File: config.mk
export PLATFORM = sky130hd
export DESIGN_NAME = dshot600_four_channel_transmitter_unit_flat
export DESIGN_NICKNAME = d
export VERILOG_FILES = /design/src/hdl/dsh_pkg.sv /design/src/hdl/dsh_stream_if.sv /design/src/hdl/dsh_queue.sv /design/src/hdl/dsh_front.sv /design/src/hdl/dsh_back.sv /design/src/hdl/dshot600_four_channel_transmitter_unit.sv /design/src/flat_wrapper.sv
export SDC_FILE = /design/constraint.sdc
export NUM_CORES = 1
export LEC_CHECK = 0
export BUFFER_PORTS_ARGS = -buffer_cell sky130_fd_sc_hd__buf_2
export CORE_AREA = 2 2 153 155
export DETAILED_ROUTE_END_ITERATION = 12
export DIE_AREA = 0 0 155 157
export GPL_ROUTABILITY_DRIVEN = 0
export PLACE_DENSITY = 0.67
export SYNTH_ARGS = -nofsm -noshare
export SYNTH_HDL_FRONTEND = slang
export SYNTH_SLANG_ARGS = --single-unit
File: constraint.sdc
create_clock -name clk -period 4.5 [get_ports clk]
set_input_delay 0.45 -clock clk [delete_from_list [all_inputs] [get_ports clk]]
set_output_delay 0.45 -clock clk [all_outputs]
set_load 0.02 [all_outputs]
File: src/hdl/dsh_pkg.sv
// ----------------------------------------------------------------------------
// DShot600 transmitter package
// Shared constants, codes, the queued operation type and the packet builder.
// ----------------------------------------------------------------------------
`default_nettype none

package dsh_pkg;

  localparam int MOTORS      = 4;
  localparam int RESET_SLOTS = 30;

  localparam int STORE_N   = 4;
  localparam int VAL_W     = 11;
  localparam int REQ_W     = 16;
  localparam int CMD_W     = 6;
  localparam int REP_W     = 8;
  localparam int WORD_W    = 16;
  localparam int PIN_W     = 4;
  localparam int RCNT_W    = 6;
  localparam int QDEPTH    = 2;
  localparam int QPTR_W    = $clog2(QDEPTH);
  localparam int QCNT_W    = $clog2(QDEPTH + 1);

  localparam logic [CMD_W-1:0] CMD_LIMIT = 6'd47;
  localparam logic [VAL_W-1:0] CEIL_RST  = 11'd2047;
  localparam logic [VAL_W-1:0] FLOOR_RST = 11'd48;

  // Action codes of the request channel.
  localparam logic [2:0] ACT_SET   = 3'd0;
  localparam logic [2:0] ACT_FRAME = 3'd1;
  localparam logic [2:0] ACT_CMD   = 3'd2;
  localparam logic [2:0] ACT_TICK  = 3'd3;
  localparam logic [2:0] ACT_STOP  = 3'd4;

  // Configuration register indexes.
  localparam logic CFG_CEIL  = 1'b0;
  localparam logic CFG_FLOOR = 1'b1;

  typedef enum logic [1:0] {
    ST_OK        = 2'd0,
    ST_BAD_MOTOR = 2'd1,
    ST_BAD_CMD   = 2'd2,
    ST_BUSY      = 2'd3
  } status_t;

  typedef enum logic [2:0] {
    OP_SET,
    OP_FRAME,
    OP_CMD,
    OP_TICK,
    OP_STOP,
    OP_NOP,
    OP_BAD_MOTOR,
    OP_BAD_CMD
  } op_kind_t;

  typedef struct packed {
    op_kind_t          kind;
    logic [1:0]        motor;
    logic [VAL_W-1:0]  value;
    logic              tele;
    logic [WORD_W-1:0] cmd_word;
    logic [REP_W-1:0]  repeats;
  } op_t;

  typedef struct packed {
    logic push;
    logic full;
    logic pop;
    logic empty;
  } q_ctrl_t;

  // Packet: value and telemetry bit, then XOR of the three upper nibbles.
  function automatic logic [WORD_W-1:0] make_packet(input logic [VAL_W-1:0] value,
                                                   input logic tele);
    logic [11:0] p;
    logic [3:0]  sum;
    p   = {value, tele};
    sum = p[3:0] ^ p[7:4] ^ p[11:8];
    return {p, sum};
  endfunction

endpackage

`default_nettype wire

File: src/hdl/dsh_stream_if.sv
// ----------------------------------------------------------------------------
// DShot600 transmitter channels
// Request and result channels with valid/ready handshake.
// ----------------------------------------------------------------------------
`default_nettype none

interface dsh_in_if;
  logic       valid;
  logic       ready;
  logic [2:0] action;
  logic [2:0] motor_number;
  logic [15:0] throttle_request;
  logic       telemetry_request;
  logic [5:0] command_code;
  logic [7:0] repeat_count;

  modport source (output valid, action, motor_number, throttle_request,
                  telemetry_request, command_code, repeat_count, input ready);
  modport sink   (input valid, action, motor_number, throttle_request,
                  telemetry_request, command_code, repeat_count, output ready);
endinterface

interface dsh_out_if;
  logic       valid;
  logic       ready;
  logic [3:0] pin_levels;
  logic       frame_end;
  logic       sending;
  logic [1:0] status;

  modport source (output valid, pin_levels, frame_end, sending, status, input ready);
  modport sink   (input valid, pin_levels, frame_end, sending, status, output ready);
endinterface

`default_nettype wire

File: src/hdl/dsh_queue.sv
// ----------------------------------------------------------------------------
// DShot600 operation queue
// Short register queue between the classifying front and the executing back.
// ----------------------------------------------------------------------------
`default_nettype none

module dsh_queue
  import dsh_pkg::*;
(
  input  wire logic clk,
  input  wire logic rst_n,
  input  wire logic push,
  input  wire op_t  op_in,
  input  wire logic pop,
  output q_ctrl_t   ctrl,
  output op_t       op_out
);

  op_t               mem_r [QDEPTH];
  logic [QPTR_W-1:0] wptr_r, wptr_nxt;
  logic [QPTR_W-1:0] rptr_r, rptr_nxt;
  logic [QCNT_W-1:0] cnt_r, cnt_nxt;
  logic              full, empty;

  assign full   = (cnt_r == QCNT_W'(QDEPTH));
  assign empty  = (cnt_r == '0);
  assign op_out = mem_r[rptr_r];

  always_comb begin
    ctrl.push  = push;
    ctrl.pop   = pop;
    ctrl.full  = full;
    ctrl.empty = empty;
    wptr_nxt = wptr_r;
    rptr_nxt = rptr_r;
    cnt_nxt  = cnt_r;
    if (push) begin
      wptr_nxt = (wptr_r == QPTR_W'(QDEPTH - 1)) ? '0 : wptr_r + 1'b1;
    end
    if (pop) begin
      rptr_nxt = (rptr_r == QPTR_W'(QDEPTH - 1)) ? '0 : rptr_r + 1'b1;
    end
    if (push && !pop) begin
      cnt_nxt = cnt_r + 1'b1;
    end else if (pop && !push) begin
      cnt_nxt = cnt_r - 1'b1;
    end
  end

  always_ff @(posedge clk) begin
    if (!rst_n) begin
      wptr_r <= '0;
      rptr_r <= '0;
      cnt_r  <= '0;
    end else begin
      wptr_r <= wptr_nxt;
      rptr_r <= rptr_nxt;
      cnt_r  <= cnt_nxt;
    end
  end

  always_ff @(posedge clk) begin
    if (push) begin
      mem_r[wptr_r] <= op_in;
    end
  end

endmodule

`default_nettype wire

File: src/hdl/dsh_front.sv
// ----------------------------------------------------------------------------
// DShot600 request front end
// Hold the limit registers, accept requests, clamp and classify them.
// ----------------------------------------------------------------------------
`default_nettype none

module dsh_front
  import dsh_pkg::*;
(
  input  wire logic             clk,
  input  wire logic             rst_n,
  input  wire logic             cfg_we,
  input  wire logic             cfg_index,
  input  wire logic [VAL_W-1:0] cfg_data,
  dsh_in_if.sink                in_ch,
  input  wire logic             q_full,
  output logic                  push,
  output op_t                   op
);

  logic [VAL_W-1:0] ceil_r, ceil_nxt;
  logic [VAL_W-1:0] floor_r, floor_nxt;
  logic [REQ_W-1:0] req_hi, req_clamp;

  assign in_ch.ready = !q_full;
  assign push        = in_ch.valid && !q_full;

  always_comb begin
    ceil_nxt  = ceil_r;
    floor_nxt = floor_r;
    if (cfg_we) begin
      case (cfg_index)
        CFG_CEIL:  ceil_nxt  = cfg_data;
        CFG_FLOOR: floor_nxt = cfg_data;
        default: ;
      endcase
    end
  end

  always_ff @(posedge clk) begin
    if (!rst_n) begin
      ceil_r  <= CEIL_RST;
      floor_r <= FLOOR_RST;
    end else begin
      ceil_r  <= ceil_nxt;
      floor_r <= floor_nxt;
    end
  end

  // Ceiling first, then raise nonzero values to the floor.
  always_comb begin
    req_hi = (in_ch.throttle_request > REQ_W'(ceil_r)) ? REQ_W'(ceil_r)
                                                       : in_ch.throttle_request;
    req_clamp = (req_hi != '0 && req_hi < REQ_W'(floor_r)) ? REQ_W'(floor_r) : req_hi;
  end

  always_comb begin
    op.kind     = OP_NOP;
    op.motor    = in_ch.motor_number[1:0];
    op.value    = req_clamp[VAL_W-1:0];
    op.tele     = in_ch.telemetry_request;
    op.cmd_word = make_packet(VAL_W'(in_ch.command_code), in_ch.telemetry_request);
    op.repeats  = (in_ch.repeat_count == '0) ? REP_W'(1) : in_ch.repeat_count;
    case (in_ch.action)
      ACT_SET: begin
        op.kind = (in_ch.motor_number >= 3'(MOTORS)) ? OP_BAD_MOTOR : OP_SET;
      end
      ACT_FRAME: op.kind = OP_FRAME;
      ACT_CMD: begin
        op.kind = (in_ch.command_code > CMD_LIMIT) ? OP_BAD_CMD : OP_CMD;
      end
      ACT_TICK: op.kind = OP_TICK;
      ACT_STOP: op.kind = OP_STOP;
      default:  op.kind = OP_NOP;
    endcase
  end

endmodule

`default_nettype wire

File: src/hdl/dsh_back.sv
// ----------------------------------------------------------------------------
// DShot600 execution back end
// Apply queued operations to the stores and slot counters, drive results.
// ----------------------------------------------------------------------------
`default_nettype none

module dsh_back
  import dsh_pkg::*;
(
  input  wire logic clk,
  input  wire logic rst_n,
  input  wire logic q_empty,
  input  wire op_t  op,
  output logic      pop,
  dsh_out_if.source out_ch
);

  logic [VAL_W-1:0]  thr_r  [STORE_N];
  logic [VAL_W-1:0]  thr_nxt [STORE_N];
  logic              tel_r  [STORE_N];
  logic              tel_nxt [STORE_N];
  logic [WORD_W-1:0] word_r [STORE_N];
  logic [WORD_W-1:0] word_nxt [STORE_N];
  logic [4:0]        bit_r, bit_nxt;      // bit 4 set: reset slots
  logic [2:0]        sub_r, sub_nxt;
  logic [RCNT_W-1:0] rcnt_r, rcnt_nxt;
  logic [REP_W-1:0]  rep_r, rep_nxt, rep_dec;
  logic              busy_r, busy_nxt;

  logic              out_valid_r, out_valid_nxt;
  logic [PIN_W-1:0]  pins_r, pins_nxt;
  logic              fend_r, fend_nxt;
  logic              send_r;
  status_t           stat_r, stat_nxt;

  assign pop = !q_empty && (!out_valid_r || out_ch.ready);

  assign out_ch.valid      = out_valid_r;
  assign out_ch.pin_levels = pins_r;
  assign out_ch.frame_end  = fend_r;
  assign out_ch.sending    = send_r;
  assign out_ch.status     = stat_r;

  always_comb begin
    thr_nxt  = thr_r;
    tel_nxt  = tel_r;
    word_nxt = word_r;
    bit_nxt  = bit_r;
    sub_nxt  = sub_r;
    rcnt_nxt = rcnt_r;
    rep_nxt  = rep_r;
    busy_nxt = busy_r;
    pins_nxt = '0;
    fend_nxt = 1'b0;
    stat_nxt = ST_OK;
    rep_dec  = (rep_r != '0) ? rep_r - 1'b1 : rep_r;
    if (pop) begin
      if (busy_r && op.kind != OP_TICK && op.kind != OP_NOP) begin
        stat_nxt = ST_BUSY;
      end else begin
        case (op.kind)
          OP_SET: begin
            thr_nxt[op.motor] = op.value;
            tel_nxt[op.motor] = op.tele;
          end
          OP_BAD_MOTOR: stat_nxt = ST_BAD_MOTOR;
          OP_BAD_CMD:   stat_nxt = ST_BAD_CMD;
          OP_FRAME, OP_CMD, OP_STOP: begin
            for (int m = 0; m < STORE_N; m++) begin
              case (op.kind)
                OP_FRAME: word_nxt[m] = make_packet(thr_r[m], tel_r[m]);
                OP_CMD:   word_nxt[m] = op.cmd_word;
                default: begin
                  thr_nxt[m]  = '0;
                  tel_nxt[m]  = 1'b0;
                  word_nxt[m] = make_packet('0, 1'b0);
                end
              endcase
            end
            bit_nxt  = '0;
            sub_nxt  = '0;
            rcnt_nxt = '0;
            rep_nxt  = (op.kind == OP_CMD) ? op.repeats : REP_W'(1);
            busy_nxt = 1'b1;
          end
          OP_TICK: begin
            if (busy_r) begin
              if (!bit_r[4]) begin
                for (int m = 0; m < MOTORS; m++) begin
                  pins_nxt[m] = (sub_r < 3'd2) ||
                                (sub_r < 3'd4 && word_r[m][4'd15 - bit_r[3:0]]);
                end
                if (sub_r == 3'd4) begin
                  sub_nxt = '0;
                  bit_nxt = bit_r + 1'b1;
                end else begin
                  sub_nxt = sub_r + 1'b1;
                end
              end else if (rcnt_r == RCNT_W'(RESET_SLOTS - 1)) begin
                // Last reset slot: close the frame, count down the repeats.
                fend_nxt = 1'b1;
                bit_nxt  = '0;
                sub_nxt  = '0;
                rcnt_nxt = '0;
                rep_nxt  = rep_dec;
                busy_nxt = (rep_dec != '0);
              end else begin
                rcnt_nxt = rcnt_r + 1'b1;
              end
            end
          end
          default: ;
        endcase
      end
    end
    out_valid_nxt = pop || (out_valid_r && !out_ch.ready);
  end

  always_ff @(posedge clk) begin
    if (!rst_n) begin
      for (int m = 0; m < STORE_N; m++) begin
        thr_r[m]  <= '0;
        tel_r[m]  <= 1'b0;
        word_r[m] <= '0;
      end
      bit_r       <= '0;
      sub_r       <= '0;
      rcnt_r      <= '0;
      rep_r       <= '0;
      busy_r      <= 1'b0;
      out_valid_r <= 1'b0;
    end else begin
      thr_r       <= thr_nxt;
      tel_r       <= tel_nxt;
      word_r      <= word_nxt;
      bit_r       <= bit_nxt;
      sub_r       <= sub_nxt;
      rcnt_r      <= rcnt_nxt;
      rep_r       <= rep_nxt;
      busy_r      <= busy_nxt;
      out_valid_r <= out_valid_nxt;
    end
  end

  always_ff @(posedge clk) begin
    if (pop) begin
      pins_r <= pins_nxt;
      fend_r <= fend_nxt;
      send_r <= busy_nxt;
      stat_r <= stat_nxt;
    end
  end

endmodule

`default_nettype wire

File: src/hdl/dshot600_four_channel_transmitter_unit.sv
// ----------------------------------------------------------------------------
// DShot600 four-channel transmitter
// Slot-level DShot600 packet generator for four motor outputs.
// ----------------------------------------------------------------------------
// Each request on in_ch gives exactly one result on out_ch, in order. Requests
// set a motor's throttle (clamped to the ceiling, then nonzero values raised to
// the floor), start a frame from the stored throttles, start a repeated command
// frame, advance one output slot, or stop all motors. A slot tick returns the
// four pin levels for that slot: 16 bits MSB first, five slots per bit (high,
// high, data, data, low), then RESET_SLOTS low slots; frame_end marks the last
// reset slot. While a frame is in progress every request other than a tick or
// an unknown action is refused with the busy status. The block takes one
// request per clock: in_ch.ready stays high as long as the two-entry operation
// queue between the front end and the execution stage has room, and with the
// result channel ready each request passes through the queue and then the
// result register. Throughput is set by the execution stage, which retires one
// operation per cycle whenever the result register is free or being drained.
// Write the limit registers over cfg_* only while idle.
`default_nettype none

module dshot600_four_channel_transmitter_unit
  import dsh_pkg::*;
(
  input  wire logic             clk,
  input  wire logic             rst_n,
  input  wire logic             cfg_we,
  input  wire logic             cfg_index,
  input  wire logic [VAL_W-1:0] cfg_data,
  dsh_in_if.sink                in_ch,
  dsh_out_if.source             out_ch
);

  op_t     front_op;   // classified request entering the queue
  op_t     back_op;    // head of the queue
  logic    push;
  logic    pop;
  q_ctrl_t qc;

  // Front end: hold the limits, accept, clamp and classify.
  dsh_front u_front (
    .clk       (clk),
    .rst_n     (rst_n),
    .cfg_we    (cfg_we),
    .cfg_index (cfg_index),
    .cfg_data  (cfg_data),
    .in_ch     (in_ch),
    .q_full    (qc.full),
    .push      (push),
    .op        (front_op)
  );

  // Decouple request intake from execution.
  dsh_queue u_queue (
    .clk    (clk),
    .rst_n  (rst_n),
    .push   (push),
    .op_in  (front_op),
    .pop    (pop),
    .ctrl   (qc),
    .op_out (back_op)
  );

  // Back end: apply operations, advance slots, register results.
  dsh_back u_back (
    .clk     (clk),
    .rst_n   (rst_n),
    .q_empty (qc.empty),
    .op      (back_op),
    .pop     (pop),
    .out_ch  (out_ch)
  );

endmodule

`default_nettype wire

File: src/flat_wrapper.sv
// flat-port wrapper written by rule: the top's interface ports become plain ports
module dshot600_four_channel_transmitter_unit_flat import dsh_pkg::*;
  (clk, rst_n, cfg_we, cfg_index, cfg_data, in_ch_valid, in_ch_action, in_ch_motor_number, in_ch_throttle_request, in_ch_telemetry_request, in_ch_command_code, in_ch_repeat_count, in_ch_ready, out_ch_valid, out_ch_pin_levels, out_ch_frame_end, out_ch_sending, out_ch_status, out_ch_ready);
  dsh_in_if in_ch_i ();
  dsh_out_if out_ch_i ();
  input  wire logic clk;
  input  wire logic rst_n;
  input  wire logic cfg_we;
  input  wire logic cfg_index;
  input  wire logic [VAL_W-1:0] cfg_data;
  input wire logic [$bits(in_ch_i.valid)-1:0] in_ch_valid;
  input wire logic [$bits(in_ch_i.action)-1:0] in_ch_action;
  input wire logic [$bits(in_ch_i.motor_number)-1:0] in_ch_motor_number;
  input wire logic [$bits(in_ch_i.throttle_request)-1:0] in_ch_throttle_request;
  input wire logic [$bits(in_ch_i.telemetry_request)-1:0] in_ch_telemetry_request;
  input wire logic [$bits(in_ch_i.command_code)-1:0] in_ch_command_code;
  input wire logic [$bits(in_ch_i.repeat_count)-1:0] in_ch_repeat_count;
  output wire logic [$bits(in_ch_i.ready)-1:0] in_ch_ready;
  output wire logic [$bits(out_ch_i.valid)-1:0] out_ch_valid;
  output wire logic [$bits(out_ch_i.pin_levels)-1:0] out_ch_pin_levels;
  output wire logic [$bits(out_ch_i.frame_end)-1:0] out_ch_frame_end;
  output wire logic [$bits(out_ch_i.sending)-1:0] out_ch_sending;
  output wire logic [$bits(out_ch_i.status)-1:0] out_ch_status;
  input wire logic [$bits(out_ch_i.ready)-1:0] out_ch_ready;
  assign in_ch_i.valid = in_ch_valid;
  assign in_ch_i.action = in_ch_action;
  assign in_ch_i.motor_number = in_ch_motor_number;
  assign in_ch_i.throttle_request = in_ch_throttle_request;
  assign in_ch_i.telemetry_request = in_ch_telemetry_request;
  assign in_ch_i.command_code = in_ch_command_code;
  assign in_ch_i.repeat_count = in_ch_repeat_count;
  assign in_ch_ready = in_ch_i.ready;
  assign out_ch_valid = out_ch_i.valid;
  assign out_ch_pin_levels = out_ch_i.pin_levels;
  assign out_ch_frame_end = out_ch_i.frame_end;
  assign out_ch_sending = out_ch_i.sending;
  assign out_ch_status = out_ch_i.status;
  assign out_ch_i.ready = out_ch_ready;
  dshot600_four_channel_transmitter_unit u_core (.clk(clk), .rst_n(rst_n), .cfg_we(cfg_we), .cfg_index(cfg_index), .cfg_data(cfg_data), .in_ch(in_ch_i), .out_ch(out_ch_i));
endmodule
==> results by group <==
Outcome
  – Status: complete, no violations

Route
  – Starting DRT DRC Count: about 550
  – DRC errors left: 0
  – Via count: roughly 8400
  – DR WL/cell: about 18 µm
  – Pre-antenna DRT Iters: 7
  – ANT nets after route: 0
  – Post-Route WL: approximately 27000 µm
  – Vias/cell: between 5 and 6

Die
  – Initial Util: 0.495
  – IO Pins: 64
  – Die H: 157 µm
  – FP Rows: 55
  – Die width: roughly 160 µm
  – Total core area: about 23000 µm²
  – Die area: between 20000 and 25000 µm²

Setup path
  – Critical Path AT: approximately 4.3 ns
  – CP Launch Type: flop
  – Worst EP required: approximately 4.8 ns
  – Critical path peak fanout: 19
  – Crit end category: flop
  – CP Class: reg -> reg

Timing
  – Final worst path period need: between 4 and 5 ns
  – Setup TNS: 0 ns
  – Setup Viol. Count Final: 0
  – Max-slew violation count: 0
  – F_max: around 0.25 GHz
  – Final hold violations: 0
  – Period utilization: 0.893
  – RSZ-0062 raised after global routing: false
  – WHS: between 0.1 and 0.15 ns
  – Worst rel slew slack: 0.305
  – Worst-margin pin slew: between 1 and 1.5 ns
  – Clk_skew: 0.0203 ns

Logic synthesis
  – Post-synth EDFFs: between 70 and 80
  – Dominant cell type by area after synthesis: dfxtp_1
  – Cell variety after synth: slightly below 60
  – Synth Area per Inst: between 10 and 15 µm²
  – Syn_nets: about 1200
  – Ys Warns: 0
  – Register area share after synthesis: 0.498
  – Main synth FF type: dfxtp_1
  – Largest cells by area after synthesis: dfxtp_1 (29%), edfxtp_1 (20%), mux4_2 (4.0%)
  – Synthesized area: 11100 µm²
  – Post-synth top area share: 0.293
  – Syn Inst Count: 1113
  – FFs w/ async S/R, synth: 0
  – Flops & latches, synth: 239

Global routing
  – Largest net degree at the start of global routing: 96
  – Initial antenna violation count: 2
  – Vias in the first global route: around 8000
  – Overflow after GRT: 0
  – Total GRT Usage: 0.220
  – First-pass GRT wire length: roughly 43000 µm

Power and ir drop
  – Sequential share of power: 0.433
  – Maximum vdd drop: 258 µV
  – Internal power: around 4.4 mW
  – P_leak: between 4 and 5 nW
  – Total power: around 6.4 mW
  – Clock share of power: 0.316
  – Switching part of the total: 0.322
  – Logic pwr share: 0.252
  – Net switching power: between 2 and 2.5 mW
  – PwrDens: a little over 500 nW/µm²

Finish
  – Post-layout util: 0.556
  – Layout area overhead: 12.4%
  – Non-filler cells, final: about 1500
  – Final-stage net count: roughly 1200
  – Layout filler cell count: ~1900
  – Share of cells above drive strength 1: 0.140

CTS
  – Worst skew pair latency: approximately 0.53 ns
  – CTS Buffer Depth: 3
  – Post_cts resized: 0
  – Setup Buffers After CTS: 0
  – CTS root buf: clkbuf_16
  – Total CTS buffers: 26
  – TritonCTS clock tree: yes
  – Clock Sinks: approximately 240
  – Htree depth: 1
  – Hold buffers post-CTS: 0
  – Reg clk slew, reported paths: 0.06 ns

Placed design
  – Port buffer count: 63
  – Placed insts: ~1400
  – Post-DP HPWL: between 15000 and 20000 µm

Hold path
  – Worst hold path type: in -> reg

Flow run
  – Max Cap Viol: 0
==> cell usage after synthesis, drive strengths merged (6+ instances only) <==
| master | n |
|---|---|
| a21boi | 32 |
| nand2 | 84 |
| nor4 | 11 |
| nand2b | 7 |
| mux2i | 31 |
| o211ai | 18 |
| clkbuf | 51 |
| buf | 21 |
| nand4 | 8 |
| a22oi | 49 |
| o21ai | 84 |
| edfxtp | 76 |
| nor2b | 55 |
| nor3 | 15 |
| and2 | 8 |
| xnor2 | 40 |
| ha | 28 |
| mux4 | 20 |
| nor2 | 85 |
| a21o | 8 |
| xor2 | 6 |
| dfxtp | 163 |
| mux2 | 16 |
| a21oi | 72 |
| o22ai | 9 |
| inv | 41 |
| nand3 | 32 |
==> state kept, by name, indices dropped and copies added, names as in the netlist, 2 cells and up, named ones only <==
signal and count:
u_core.u_queue.mem_r 68, u_core.u_back.word_r 64, u_core.u_back.thr_r 44, u_core.u_front.ceil_r 11, u_core.u_front.floor_r 11, u_core.u_back.rep_r 8
u_core.u_back.rcnt_r 6, u_core.u_back.bit_r 5, u_core.u_back.out_ch.pin_levels 4, u_core.u_back.tel_r 4, u_core.u_back.sub_r 3, u_core.u_back.out_ch.status 2
u_core.u_queue.cnt_r 2
==> critical path: stages (launching register included) <==
cell and delay, ns:
dfxtp_1 0.33, inv_1 0.07, ha_1 0.29, a211oi_1 0.25
nor2_1 0.09, or4b_1 0.52, o22ai_2 0.15, buf_4 0.22
buf_4 0.16, nand2_1 0.05, o21ai_0 0.11, ha_1 0.20
nand3_1 0.08, a21o_1 0.15, a21oi_1 0.17, nor3_1 0.07
mux2_2 0.31, o21ai_4 0.16, mux2_2 0.40
==> layout by cell type (no fill, tap or decap), types with 5 or more instances in the layout <==
cell and count:
clkbuf_1 11, o21ai_0 78, a21boi_0 31, xor2_1 6, clkbuf_8 7, nor2b_1 55
o32ai_1 5, nand4_1 8, buf_2 62, mux2_2 13, a22oi_1 49, and3_1 5
nor4_1 10, mux4_2 20, o211ai_1 18, clkbuf_16 27, nand2b_1 7, inv_1 41
mux2i_1 31, dfxtp_1 162, nand2_1 83, edfxtp_1 76, a21o_1 8, ha_1 28
and2_1 8, a21oi_1 72, nand3_1 32, nor3_1 13, xnor2_1 39, o22ai_1 8
nor2_1 84, buf_4 21
==> cell type report <==
class / instances / area, µm² / area share
Inverter: 41 / 154 / 0.0123
Clock inverter: 2 / 8.76 / 0.000700
Clock buffer: 45 / 813 / 0.0650
Antenna cell: 1 / 2.50 / 0.000200
Multi-Input combinational cell: 761 / 5160 / 0.413
Timing Repair Buffer: 83 / 468 / 0.0374
Sequential cell: 239 / 5550 / 0.443
Tap cell: 285 / 357 / 0.0285
==> cells by family after synthesis <==
| kind of cell | count (synthesis) | synth area share |
|---|---|---|
| AO/OA/AOI/OAI | 295 | 0.167 |
| XOR/XNOR | 46 | 0.0369 |
| adder cells (fa/ha/maj) | 28 | 0.0315 |
| buffers and inverters | 113 | 0.0399 |
| flip-flops | 239 | 0.498 |
| multiplexers | 67 | 0.0845 |
| AND/OR/NAND/NOR | 325 | 0.142 |
==> routing by layer <==
layer | vias up | GRT usage | part of all wire
li1 | 4093 | - | -
met1 | 4019 | 0.307 | 0.46
met2 | 239 | 0.353 | 0.45
met3 | 45 | 0.0333 | 0.058
met4 | 0 | 0.0736 | 0.027
met5 | - | 0 | 0
==> metrics by stage <==
step / cell area (µm²) / setup slack, ns
after floorplan: 11100 / 0.641
after global placement: 11700 / 0.353
after detailed placement: 11700 / 0.303
after CTS: 12500 / 0.487
after global routing: 12500 / 0.202
final: 12500 / 0.480
==> power by group through the flow <==
stage	Clock, mW	Sequential [mW]	Combinational (mW)
3_3_place_gp	0	2.81	1.58
2_1_floorplan	0	2.80	1.11
3_5_place_dp	0	2.82	1.60
4_1_cts	2.07	2.78	1.61
5_1_grt	2.16	2.82	1.78
6_report	2.03	2.78	1.62
==> path summary, 6_finish.rpt <==
| check | from | to | slack, ns | depth (start not counted) |
|---|---|---|---|---|
| setup / recovery | u_core.u_front.ceil_r[5] | u_core.u_queue.mem_r[1][29] | 0.48 | 18 |
| hold / removal | in_ch_motor_number[0] | u_core.u_queue.mem_r[1][31] | 0.13 | 1 |
| setup reg to reg | u_core.u_front.ceil_r[5] | u_core.u_queue.mem_r[1][29] | 0.48 | 18 |
| hold reg to reg | u_core.u_back.word_r[46] | u_core.u_back.word_r[46] | 0.46 | 2 |
(Power assumes the default switching activity.)
